==> src/hdl/xtea_pkg.sv <==
package xtea_pkg;

	localparam int ROUNDS = 32;
	localparam int STAGES = 2 * ROUNDS;
	localparam int KEY_WORDS = 4;
	localparam int CFG_IDX_W = $clog2(KEY_WORDS);

	localparam logic [31:0] DELTA = 32'h9E37_79B9;

	localparam logic [CFG_IDX_W-1:0] REG_KEY_WORD0 = CFG_IDX_W'(0);
	localparam logic [CFG_IDX_W-1:0] REG_KEY_WORD1 = CFG_IDX_W'(1);
	localparam logic [CFG_IDX_W-1:0] REG_KEY_WORD2 = CFG_IDX_W'(2);
	localparam logic [CFG_IDX_W-1:0] REG_KEY_WORD3 = CFG_IDX_W'(3);

	localparam logic [31:0] KEY_WORD0_RST = 32'h0000_FDA5;
	localparam logic [31:0] KEY_WORD1_RST = 32'h0000_D54E;
	localparam logic [31:0] KEY_WORD2_RST = 32'h0000_FC00;
	localparam logic [31:0] KEY_WORD3_RST = 32'h0000_B55A;

	localparam logic REQ_ENCRYPT = 1'b0;
	localparam logic REQ_DECRYPT = 1'b1;

	typedef logic [KEY_WORDS-1:0][31:0] key_t;

	typedef struct packed {
		logic        dec;
		logic [31:0] x;
		logic [31:0] y;
	} word_t;

	// per-stage constants: sums and key selects for both directions, and which half updates
	typedef struct packed {
		logic [31:0] sum_enc;
		logic [31:0] sum_dec;
		logic [1:0]  kidx_enc;
		logic [1:0]  kidx_dec;
		logic        upd_x_enc;
	} stage_t;

	function automatic stage_t stage_const(input int k);
		int n;
		stage_t c;
		n = k >> 1;
		if ((k & 1) == 0) begin
			c.sum_enc   = DELTA * 32'(n);
			c.kidx_enc  = c.sum_enc[1:0];
			c.sum_dec   = DELTA * 32'(ROUNDS - n);
			c.kidx_dec  = c.sum_dec[12:11];
			c.upd_x_enc = 1'b1;
		end else begin
			c.sum_enc   = DELTA * 32'(n + 1);
			c.kidx_enc  = c.sum_enc[12:11];
			c.sum_dec   = DELTA * 32'(ROUNDS - n - 1);
			c.kidx_dec  = c.sum_dec[1:0];
			c.upd_x_enc = 1'b0;
		end
		return c;
	endfunction

endpackage

==> src/hdl/xtea_stage.sv <==
module xtea_stage (
	input  logic             clk,
	input  logic             arst_n,
	input  logic             en,
	input  logic             vld_in,
	input  xtea_pkg::word_t  word_in,
	input  xtea_pkg::key_t   key,
	input  xtea_pkg::stage_t cst,
	output logic             vld_out,
	output xtea_pkg::word_t  word_out
);

	logic             vld_s1;
	xtea_pkg::word_t  word_s1;
	xtea_pkg::word_t  word_nx;
	logic             upd_x;
	logic [31:0]      ksum;
	logic [31:0]      src;
	logic [31:0]      dst;
	logic [31:0]      mix;
	logic [31:0]      f;
	logic [31:0]      res;

	always_comb begin
		upd_x = cst.upd_x_enc ^ word_in.dec;
		ksum  = word_in.dec ? (cst.sum_dec + key[cst.kidx_dec])
		                    : (cst.sum_enc + key[cst.kidx_enc]);
		src   = upd_x ? word_in.y : word_in.x;
		dst   = upd_x ? word_in.x : word_in.y;
		mix   = ((src << 4) ^ (src >> 5)) + src;
		f     = mix ^ ksum;
		res   = word_in.dec ? (dst - f) : (dst + f);
		word_nx     = word_in;
		if (upd_x) begin
			word_nx.x = res;
		end else begin
			word_nx.y = res;
		end
	end

	always_ff @(posedge clk or negedge arst_n) begin
		if (!arst_n) begin
			vld_s1 <= 1'b0;
		end else if (en) begin
			vld_s1 <= vld_in;
		end
	end

	always_ff @(posedge clk) begin
		if (en) begin
			word_s1 <= word_nx;
		end
	end

	assign vld_out  = vld_s1;
	assign word_out = word_s1;

endmodule

==> config.mk <==
export PLATFORM = sky130hd
export DESIGN_NAME = xtea_stage
export DESIGN_NICKNAME = d
export VERILOG_FILES = /design/src/hdl/xtea_pkg.sv /design/src/hdl/xtea_stage.sv
export SDC_FILE = /design/constraint.sdc
export NUM_CORES = 1
export LEC_CHECK = 0
export BUFFER_PORTS_ARGS = -buffer_cell sky130_fd_sc_hd__buf_2
export CAP_MARGIN = 20
export CORE_MARGIN = 5
export CORE_UTILIZATION = 60
export CTS_CLUSTER_SIZE = 40
export DETAILED_ROUTE_END_ITERATION = 10
export PLACE_DENSITY = 0.91
export SYNTH_ARGS = -nofsm -noshare
export SYNTH_HDL_FRONTEND = slang
export SYNTH_SLANG_ARGS = --single-unit
==> constraint.sdc <==
create_clock -name clk -period 1.5 [get_ports clk]
set_input_delay 0.075 -clock clk [delete_from_list [all_inputs] [get_ports clk]]
set_output_delay 0.075 -clock clk [all_outputs]
set_load 0.02 [all_outputs]
==> results of run 1 <==
metal layers:
| layer | overflow | track usage |
|---|---|---|
| met5 | 0 | 0.363 |
| met2 | 126 | 0.960 |
| met1 | 1 | 0.785 |
| met4 | 95 | 0.860 |
| met3 | 6 | 0.726 |
synth_stat cells, types with 33 or more instances:
master,number,area share
nand2_1,257,0.073
mux4_2,64,0.11
a21o_1,43,0.025
edfxtp_1,65,0.15
a21oi_1,123,0.047
xor2_1,76,0.051
xnor2_1,96,0.064
nor2_1,91,0.026
clkbuf_1,41,0.012
o21ai_0,115,0.044
ha_1,124,0.12
mux2i_1,33,0.025
inv_1,44,0.013
through the flow:
| stage | instance area (um^2) | instances | utilization | hold WS [ns] |
|---|---|---|---|---|
| floorplan | 13600 | 1586 | - | -0.221 |
| detailed placement | 19000 | 2628 | 0.875 | -0.149 |
| CTS | 20500 | 2692 | 0.943 | 0.0370 |
| global placement | 19000 | 2628 | 0.875 | -0.151 |
cells by family after synthesis:
group                      Yosys count
AOI/OAI and AO/OA                  453
xor gates and xnor gates           187
adders and majority gates          131
buffers and inverters              104
DFF                                 66
muxes                              103
and+or+nand+nor                    542
repair_timing:
action,4_1_cts
pin swaps,87
hold endpoints to repair,2
setup buffers,46
hold buffers,2
setup endpoints to repair,64
resized for setup,177
gates cloned,1
==> reports/qor.json, run 1 <==
{
  "status": {"value": "stopped before the end"},
  "stop_stage": {"value": "5_1_grt"},
  "stop_error": {"value": "[ERROR GRT-0116] Global routing finished with congestion. Check the congestion regions in the DRC Viewer."},
  "gr-usage-all-layers": {"value": 0.821},
  "number_of_buffers_on_the_longest_clock_path": {"value": 2},
  "synth-async-reset-ratio": {"value": 0.0152},
  "per_instance_average_area_after_synthesis": {"value": 8.29, "unit": "um^2"},
  "grt_pass1_wl": {"value": 160000, "unit": "um"},
  "synth-edff-count": {"value": 65},
  "grt_pass1_vias": {"value": 24900},
  "port_buffers": {"value": 331},
  "syn-num-nets": {"value": 1979},
  "synth_compound_gate_area_share": {"value": 0.221},
  "synth-seq-cells": {"value": 66},
  "ys.flop_type": {"value": "edfxtp_1"},
  "synth_cell_type_count": {"value": 86},
  "clock-root-buffer": {"value": "clkbuf_16"},
  "gp_congestion": {"value": 1.04},
  "adder_cell_area_share_of_the_yosys_netlist": {"value": 0.126},
  "synthMuxAreaShare": {"value": 0.140},
  "numCtsBuffers": {"value": 9},
  "largest_net_degree_at_the_start_of_global_routing": {"value": 55},
  "synthXorXnorAreaFrac": {"value": 0.141},
  "grt.overflow.total": {"value": 228},
  "chipWidth": {"value": 158, "unit": "um"},
  "design.portCount": {"value": 332},
  "synth_simple_gate_area_frac": {"value": 0.191},
  "synthCells": {"value": 1586},
  "dpl_worst_slack": {"value": -5.49, "unit": "ns"},
  "start_util": {"value": 0.606},
  "dieHeight": {"value": 158, "unit": "um"},
  "htree_levels": {"value": 3},
  "core.rowCount": {"value": 54},
  "hpwl": {"value": 47400, "unit": "um"},
  "clock-sinks": {"value": 66},
  "synth_top_family_by_area": {"value": "compound AO/OA/AOI/OAI gates"},
  "netlist_area": {"value": 13100, "unit": "um^2"},
  "yosys_warnings": {"value": 0},
  "synth_sequential_area_ratio": {"value": 0.150}
}
==> inputs of run 2 (changes only) <==
- CORE_UTILIZATION: 60 -> 40
- CTS_CLUSTER_SIZE: 40 -> unset
- PLACE_DENSITY: 0.91 -> unset
- PLACE_DENSITY_LB_ADDON: unset -> 0.15
==> reports/qor.json, run 2 <==
{
  "drt_pre_antenna_iters": {"value": 5},
  "htree_levels": {"value": 3, "change": "unchanged"},
  "dieHeight": {"value": 191, "unit": "um", "change": "was 158 um"},
  "number_of_buffers_on_the_longest_clock_path": {"value": 2, "change": "unchanged"},
  "final.min_clock_period": {"value": 6.21, "unit": "ns"},
  "syn-num-nets": {"value": 1979, "change": "unchanged"},
  "internal_power": {"value": 22.8, "unit": "mW"},
  "worst_setup_path_startpoint": {"value": "cst[0]"},
  "register_area": {"value": 1980, "unit": "um^2"},
  "postPlaceCellArea": {"value": 19500, "unit": "um^2", "change": "was 19000 um^2"},
  "critical_path.max_fanout": {"value": 5},
  "post-synth-top-area-cell": {"value": "edfxtp_1", "change": "unchanged"},
  "rr_startpoint": {"value": "vld_out$_DFFE_PN0P_"},
  "synth_cell_type_count": {"value": 86, "change": "unchanged"},
  "max_freq": {"value": 161, "unit": "MHz"},
  "start_util": {"value": 0.405, "change": "was 0.606"},
  "clk-insertion-delay-late": {"value": 0.33, "unit": "ns"},
  "chipWidth": {"value": 191, "unit": "um", "change": "was 158 um"},
  "area_delta_synth_final": {"value": 65.8, "unit": "%"},
  "vdd_ir_drop_max": {"value": 0.00115, "unit": "V"},
  "timing.max_slew.rel_slack": {"value": 0.455},
  "critical-path-top-cell-by-count": {"value": "a21oi_2"},
  "gp_congestion": {"value": 0.934, "change": "was 1.04"},
  "numPlacedInstances": {"value": 2834, "change": "was 2628"},
  "max_slew.worst_pin.slew": {"value": 0.817, "unit": "ns"},
  "grt_pass1_wl": {"value": 78300, "unit": "um"},
  "number_of_antenna_violations_at_the_first_check_in_global_routing": {"value": 0},
  "power_leakage": {"value": 10.3, "unit": "nW"},
  "synth-async-reset-ratio": {"value": 0.0152, "change": "unchanged"},
  "synth_top_area_share": {"value": 0.148, "change": "unchanged"},
  "synth_cell_count_leaders": {"value": "nand2_1, ha_1, a21oi_1", "change": "unchanged"},
  "overall_power_after_layout": {"value": 41.1, "unit": "mW"},
  "clock-root-buffer": {"value": "clkbuf_16", "change": "unchanged"},
  "post-synth-top-count-cell": {"value": "nand2_1", "change": "unchanged"},
  "synthCells": {"value": 1586, "change": "unchanged"},
  "route.detailed.vias_per_inst": {"value": 5.39},
  "layout.cells.most_common": {"value": "buf_4"},
  "setup_viol_count_final": {"value": 64},
  "ys.flop_type": {"value": "edfxtp_1", "change": "unchanged"},
  "drc": {"value": 0},
  "grt_setup_unrepaired": {"value": "true"},
  "grt.overflow.total": {"value": 0},
  "port_buffers": {"value": 331, "change": "unchanged"},
  "largest_net_degree_at_the_start_of_global_routing": {"value": 57},
  "pwr-share-comb": {"value": 0.859},
  "fp.dieArea": {"value": 36600, "unit": "um^2"},
  "synth_area_leaders": {"value": "edfxtp_1, ha_1, mux4_2", "change": "unchanged"},
  "wire_per_inst": {"value": 17.2, "unit": "um"},
  "fin_nets": {"value": 2859},
  "finalNonFillerCells": {"value": 2913},
  "power.switching": {"value": 18.2, "unit": "mW"},
  "synth-seq-cells": {"value": 66, "change": "unchanged"},
  "timing_hold_violations_final": {"value": 0},
  "gr-usage-all-layers": {"value": 0.263},
  "layout.filler_cells": {"value": 2676},
  "crit_required": {"value": 1.58, "unit": "ns"},
  "worst-endpoint-arrival": {"value": 6.30, "unit": "ns"},
  "clkSlewWorstSetupHoldPaths": {"value": 0.06, "unit": "ns"},
  "tritoncts": {"value": "done"},
  "design.portCount": {"value": 332, "change": "unchanged"},
  "final_layout_size_suffix_gt1_frac": {"value": 0.514},
  "via_count": {"value": 15700},
  "largest_register_ffs": {"value": 65},
  "timing.critical_path.slowest_stage_cell": {"value": "or3b_4"},
  "yosys_warnings": {"value": 0, "change": "unchanged"},
  "max_cap_violations": {"value": 0},
  "grt_pass1_vias": {"value": 15900},
  "synth_sequential_area_ratio": {"value": 0.150, "change": "unchanged"},
  "fin_tns_setup": {"value": -217.52, "unit": "ns"},
  "initialDrtViolationCount": {"value": 813},
  "status": {"value": "complete, but fails checks", "change": "was stopped before the end"},
  "startpoint_type": {"value": "input pin"},
  "layout_worst_path_cycle_share": {"value": 4.14},
  "power.sequential.fraction": {"value": 0.088},
  "core_area": {"value": 32500, "unit": "um^2"},
  "endpoint_kind": {"value": "flop"},
  "finalWirelength": {"value": 50200, "unit": "um"},
  "clkPwrFrac": {"value": 0.053},
  "synth-edff-count": {"value": 65, "change": "unchanged"},
  "design_area": {"value": 21800, "unit": "um^2"},
  "per_instance_average_area_after_synthesis": {"value": 8.29, "unit": "um^2", "change": "unchanged"},
  "power.density_cell_area": {"value": 1880, "unit": "nW/um^2"},
  "power.switching_fraction": {"value": 0.444},
  "netlist_area": {"value": 13100, "unit": "um^2", "change": "unchanged"},
  "multi_input_area": {"value": 12300, "unit": "um^2"},
  "clock-skew-final": {"value": 0, "unit": "ns"},
  "finalWorstSetupSlack": {"value": -4.71, "unit": "ns"},
  "numCtsBuffers": {"value": 9, "change": "unchanged"},
  "clock-sinks": {"value": 66, "change": "unchanged"},
  "slew_viol_final": {"value": 0},
  "min-delay-path-class": {"value": "in -> async"},
  "critical_path_start_end_classification": {"value": "in -> reg"},
  "hpwl": {"value": 41000, "unit": "um", "change": "was 47400 um"},
  "failed_checks": {"value": "setup timing"},
  "slowest_delay": {"value": 0.42, "unit": "ns"},
  "postRouteAntennaNets": {"value": 0},
  "antenna_cells_inserted": {"value": 0},
  "core.rowCount": {"value": 66, "change": "was 54"},
  "mostFrequentLayoutCells": {"value": "buf_4, buf_2, nand2_1"}
}
[run 2: cell counts after synthesis]
Identical to the previous run, type by type.
[run 2: logic make-up after synthesis]
kind of cell,synth area share
and+or+nand+nor,0.191
AOI/OAI and AO/OA,0.221
xor gates and xnor gates,0.141
adders and majority gates,0.126
buffers and inverters,0.0303
muxes,0.140
DFF,0.150
[run 2: final timing paths]
check                                              end  slack [ns]  cells after the start
min in group clk                word_out[60]$_DFFE_PP_        0.06                      3
max in group asynchronous          vld_out$_DFFE_PN0P_        1.36                      2
worst min register to register     vld_out$_DFFE_PN0P_        0.51                      1
worst max-delay path            word_out[63]$_DFFE_PP_       -4.71                     30
worst min-delay path               vld_out$_DFFE_PN0P_        0.05                      2
worst max register to register     vld_out$_DFFE_PN0P_        0.76                      1
[run 2: power by group through the flow]
| stage | Sequential, mW | Clock, mW | Combinational, mW |
|---|---|---|---|
| 6_report | 3.60 | 2.18 | 35.3 |
| 5_1_grt | 3.67 | 2.28 | 37.9 |
| 4_1_cts | 3.61 | 2.21 | 32.0 |
| 3_5_place_dp | 3.65 | 0 | 28.4 |
| 3_3_place_gp | 3.62 | 0 | 28.0 |
| 2_1_floorplan | 4.86 | 0 | 15.4 |
[run 2: timing repair]
action,CTS,global route
gates cloned,5,0
gates resized for setup,225,82
buffers inserted,49,17
hold buffers,2,0
pin swaps,136,75
setup endpoints to repair,64,64
endpoints found under the hold margin,2,0
[run 2: per-layer routing]
layer	share of wire	global-route usage
met1	0.44	0.352
met2	0.48	0.463
met3	0.054	0.0237
met4	0.018	0.0564
met5	0	0
[run 2: per-stage QoR]
step,hold slack (ns),util,setup slack (ns)
after floorplan,-0.221,-,-4.69
after global placement,-0.151,0.600,-5.34
after detailed placement,-0.148,0.600,-5.46
after CTS,0.0464,0.656,-4.56
after global routing,0.0608,0.672,-5.00
final,0.0527,0.672,-4.71
[run 2: worst max-delay path, delay by kind of cell]
kind,cells,cell delay [ns]
compound gates,11,1.75
simple gates,6,1.60
xor+xnor,6,1.38
fa+ha+maj,2,0.54
mux,2,0.48
buf+inv,3,0.44
[run 2: cell type report]
type	instances	share of cell area
Clock buffer	9	0.0103
Clock inverter	7	0.00385
Inverter	45	0.00786
Multi-Input combinational cell	1416	0.564
Sequential cell	66	0.0907
Tap cell	442	0.0254
Timing Repair Buffer	928	0.298
No activity file was read; power rests on OpenSTA's default activity.
==> inputs of run 3 (changes only) <==
- SETUP_SLACK_MARGIN: unset -> 0.15
==> reports/qor.json, run 3 (same netlist as run 2, synthesis figures left out) <==
{
  "worst-endpoint-arrival": {"value": 6.25, "unit": "ns", "change": "was 6.30 ns"},
  "vdd_ir_drop_max": {"value": 0.00117, "unit": "V", "change": "was 0.00115 V"},
  "via_count": {"value": 15700, "change": "about the same"},
  "numPlacedInstances": {"value": 2834, "change": "unchanged"},
  "min-delay-path-class": {"value": "in -> async", "change": "unchanged"},
  "gp_congestion": {"value": 0.934, "change": "unchanged"},
  "htree_levels": {"value": 3, "change": "unchanged"},
  "route.detailed.vias_per_inst": {"value": 5.35, "change": "was 5.39"},
  "area_delta_synth_final": {"value": 68.1, "unit": "%", "change": "was 65.8%"},
  "largest_net_degree_at_the_start_of_global_routing": {"value": 57, "change": "unchanged"},
  "worstRegToRegCells": {"value": 1, "change": "unchanged"},
  "mostFrequentLayoutCells": {"value": "buf_4, buf_2, nand2_1", "change": "unchanged"},
  "number_of_antenna_violations_at_the_first_check_in_global_routing": {"value": 1, "change": "was 0"},
  "timing.max_slew.rel_slack": {"value": 0.485, "change": "was 0.455"},
  "tritoncts": {"value": "done", "change": "unchanged"},
  "wire_per_inst": {"value": 17.3, "unit": "um", "change": "was 17.2 um"},
  "rr_endpoint": {"value": "vld_out$_DFFE_PN0P_", "change": "unchanged"},
  "finalWorstSetupSlack": {"value": -4.67, "unit": "ns", "change": "was -4.71 ns"},
  "clock-skew-final": {"value": 0, "unit": "ns", "change": "unchanged"},
  "largest_register_ffs": {"value": 65, "change": "unchanged"},
  "slew_viol_final": {"value": 0, "change": "unchanged"},
  "fin_nets": {"value": 2879, "change": "was 2859"},
  "rr_startpoint": {"value": "vld_out$_DFFE_PN0P_", "change": "unchanged"},
  "port_buffers": {"value": 331, "change": "unchanged"},
  "multi_input_area": {"value": 12400, "unit": "um^2", "change": "was 12300 um^2"},
  "hpwl": {"value": 41000, "unit": "um", "change": "unchanged"},
  "numCtsBuffers": {"value": 9, "change": "unchanged"},
  "design.portCount": {"value": 332, "change": "unchanged"},
  "final.min_clock_period": {"value": 6.17, "unit": "ns", "change": "was 6.21 ns"},
  "critical_path_start_end_classification": {"value": "in -> reg", "change": "unchanged"},
  "power.density_cell_area": {"value": 1930, "unit": "nW/um^2", "change": "was 1880 nW/um^2"},
  "grt_pass1_wl": {"value": 78700, "unit": "um", "change": "was 78300 um"},
  "dpl_worst_slack": {"value": -5.46, "unit": "ns", "change": "unchanged"},
  "max_cap_violations": {"value": 0, "change": "unchanged"},
  "finalWirelength": {"value": 50700, "unit": "um", "change": "was 50200 um"},
  "initialDrtViolationCount": {"value": 902, "change": "was 813"},
  "drc": {"value": 0, "change": "unchanged"},
  "grt_setup_unrepaired": {"value": "true", "change": "unchanged"},
  "postRouteAntennaNets": {"value": 0, "change": "unchanged"},
  "slowest_delay": {"value": 0.42, "unit": "ns", "change": "about the same"},
  "max_slew.worst_pin.slew": {"value": 0.772, "unit": "ns", "change": "was 0.817 ns"},
  "setup_viol_count_final": {"value": 64, "change": "unchanged"},
  "layout_worst_path_cycle_share": {"value": 4.11, "change": "was 4.14"},
  "dieHeight": {"value": 191, "unit": "um", "change": "unchanged"},
  "clkSlewWorstSetupHoldPaths": {"value": 0.06, "unit": "ns", "change": "about the same"},
  "crit_required": {"value": 1.58, "unit": "ns", "change": "about the same"},
  "finalNonFillerCells": {"value": 2935, "change": "was 2913"},
  "status": {"value": "complete, but fails checks", "change": "unchanged"},
  "layout.filler_cells": {"value": 2636, "change": "was 2676"},
  "clock-sinks": {"value": 66, "change": "unchanged"},
  "drt_pre_antenna_iters": {"value": 5, "change": "unchanged"},
  "core.rowCount": {"value": 66, "change": "unchanged"},
  "core_area": {"value": 32500, "unit": "um^2", "change": "unchanged"},
  "layout.cells.most_common": {"value": "buf_4", "change": "unchanged"},
  "timing_hold_violations_final": {"value": 0, "change": "unchanged"},
  "register_area": {"value": 1980, "unit": "um^2", "change": "unchanged"},
  "critical_path.max_fanout": {"value": 5, "change": "unchanged"},
  "fp.dieArea": {"value": 36600, "unit": "um^2", "change": "unchanged"},
  "clk-insertion-delay-late": {"value": 0.33, "unit": "ns", "change": "about the same"},
  "power_leakage": {"value": 10.5, "unit": "nW", "change": "was 10.3 nW"},
  "endpoint_kind": {"value": "flop", "change": "unchanged"},
  "number_of_buffers_on_the_longest_clock_path": {"value": 2, "change": "unchanged"},
  "failed_checks": {"value": "setup timing", "change": "unchanged"},
  "chipWidth": {"value": 191, "unit": "um", "change": "unchanged"},
  "start_util": {"value": 0.405, "change": "unchanged"},
  "startpoint_type": {"value": "input pin", "change": "unchanged"},
  "timing.reg2reg.setup_slack": {"value": 0.76, "unit": "ns", "change": "about the same"},
  "final_layout_size_suffix_gt1_frac": {"value": 0.521, "change": "was 0.514"},
  "grt.overflow.total": {"value": 0, "change": "unchanged"},
  "clock-root-buffer": {"value": "clkbuf_16", "change": "unchanged"},
  "max_freq": {"value": 162, "unit": "MHz", "change": "was 161 MHz"},
  "timing.critical_path.slowest_stage_cell": {"value": "or3b_4", "change": "unchanged"},
  "grt_pass1_vias": {"value": 16100, "change": "was 15900"},
  "gr-usage-all-layers": {"value": 0.265, "change": "was 0.263"}
}
-- run 3: cell types whose count changed in the layout (fill, tap and decap cells not counted), sizes merged --
| cell | delta |
|---|---|
| diode | +2 |
| bufbuf | -1 |
| buf | +21 |
-- run 3: per-stage QoR --
step | utilization | power (mW) | TNS (ns) | hold slack [ns] | area, um^2
after floorplan | - | 20.3 | -203.60 | -0.221 | 13600
after global routing | 0.681 | 45.3 | -233.74 | 0.0580 | 22100
final | 0.681 | 42.5 | -222.15 | 0.0508 | 22100
after CTS | 0.661 | 38.4 | -210.73 | 0.0388 | 21500
after detailed placement | 0.600 | 32.1 | -248.43 | -0.148 | 19500
after global placement | 0.600 | 31.6 | -243.95 | -0.151 | 19500
-- run 3: report_power, final --
group / internal, mW / total (mW) / switching (mW) / leakage, nW
registers: 3.42 / 3.60 / 0.180 / 0.646
logic: 19.0 / 36.8 / 17.8 / 9.66
clock network: 1.43 / 2.18 / 0.746 / 0.148
total: 23.8 / 42.5 / 18.7 / 10.5
-- run 3: repair_timing --
item                                    in CTS  in global routing
buffers inserted                            59                 17
hold buffers                                 2                  0
gates resized for setup                    240                 96
cloned                                       5                  0
hold endpoints to repair                     2                  0
endpoints found under the setup margin      64                 64
pin swaps                                  114                 79
-- run 3: layer usage --
metal  global-route usage  wire length [um]
met3               0.0261              2950
met4               0.0677              1120
met5                    0                 0
met2                0.464             24500
met1                0.351             22200
-- run 3: worst max path at each step --
stage                     startpoint                endpoint  slack (ns)  depth (start not counted)
final                         cst[0]  word_out[63]$_DFFE_PP_       -4.67                         30
after global routing          cst[1]  word_out[63]$_DFFE_PP_       -4.95                         29
after CTS                     cst[1]  word_out[63]$_DFFE_PP_       -4.56                         29
after detailed placement      cst[1]  word_out[63]$_DFFE_PP_       -5.46                         31
after global placement        cst[1]  word_out[63]$_DFFE_PP_       -5.34                         29
after floorplan               cst[0]  word_out[63]$_DFFE_PP_       -4.69                         33
-- run 3: final cells by class --
type,instances,area share
Antenna cell,2,0.000226
Clock buffer,9,0.0102
Clock inverter,7,0.00379
Inverter,45,0.00787
Multi-Input combinational cell,1416,0.560
Sequential cell,66,0.0895
Tap cell,442,0.0250
Timing Repair Buffer,948,0.304
-- run 3: worst max-delay path, delay by kind of cell --
family | cells | cell delay (ns)
AND/OR/NAND/NOR | 9 | 2.28
XOR/XNOR | 6 | 1.31
AO/OA/AOI/OAI | 7 | 1.00
buffers and inverters | 4 | 0.58
multiplexers | 2 | 0.53
adder cells (fa/ha/maj) | 2 | 0.45
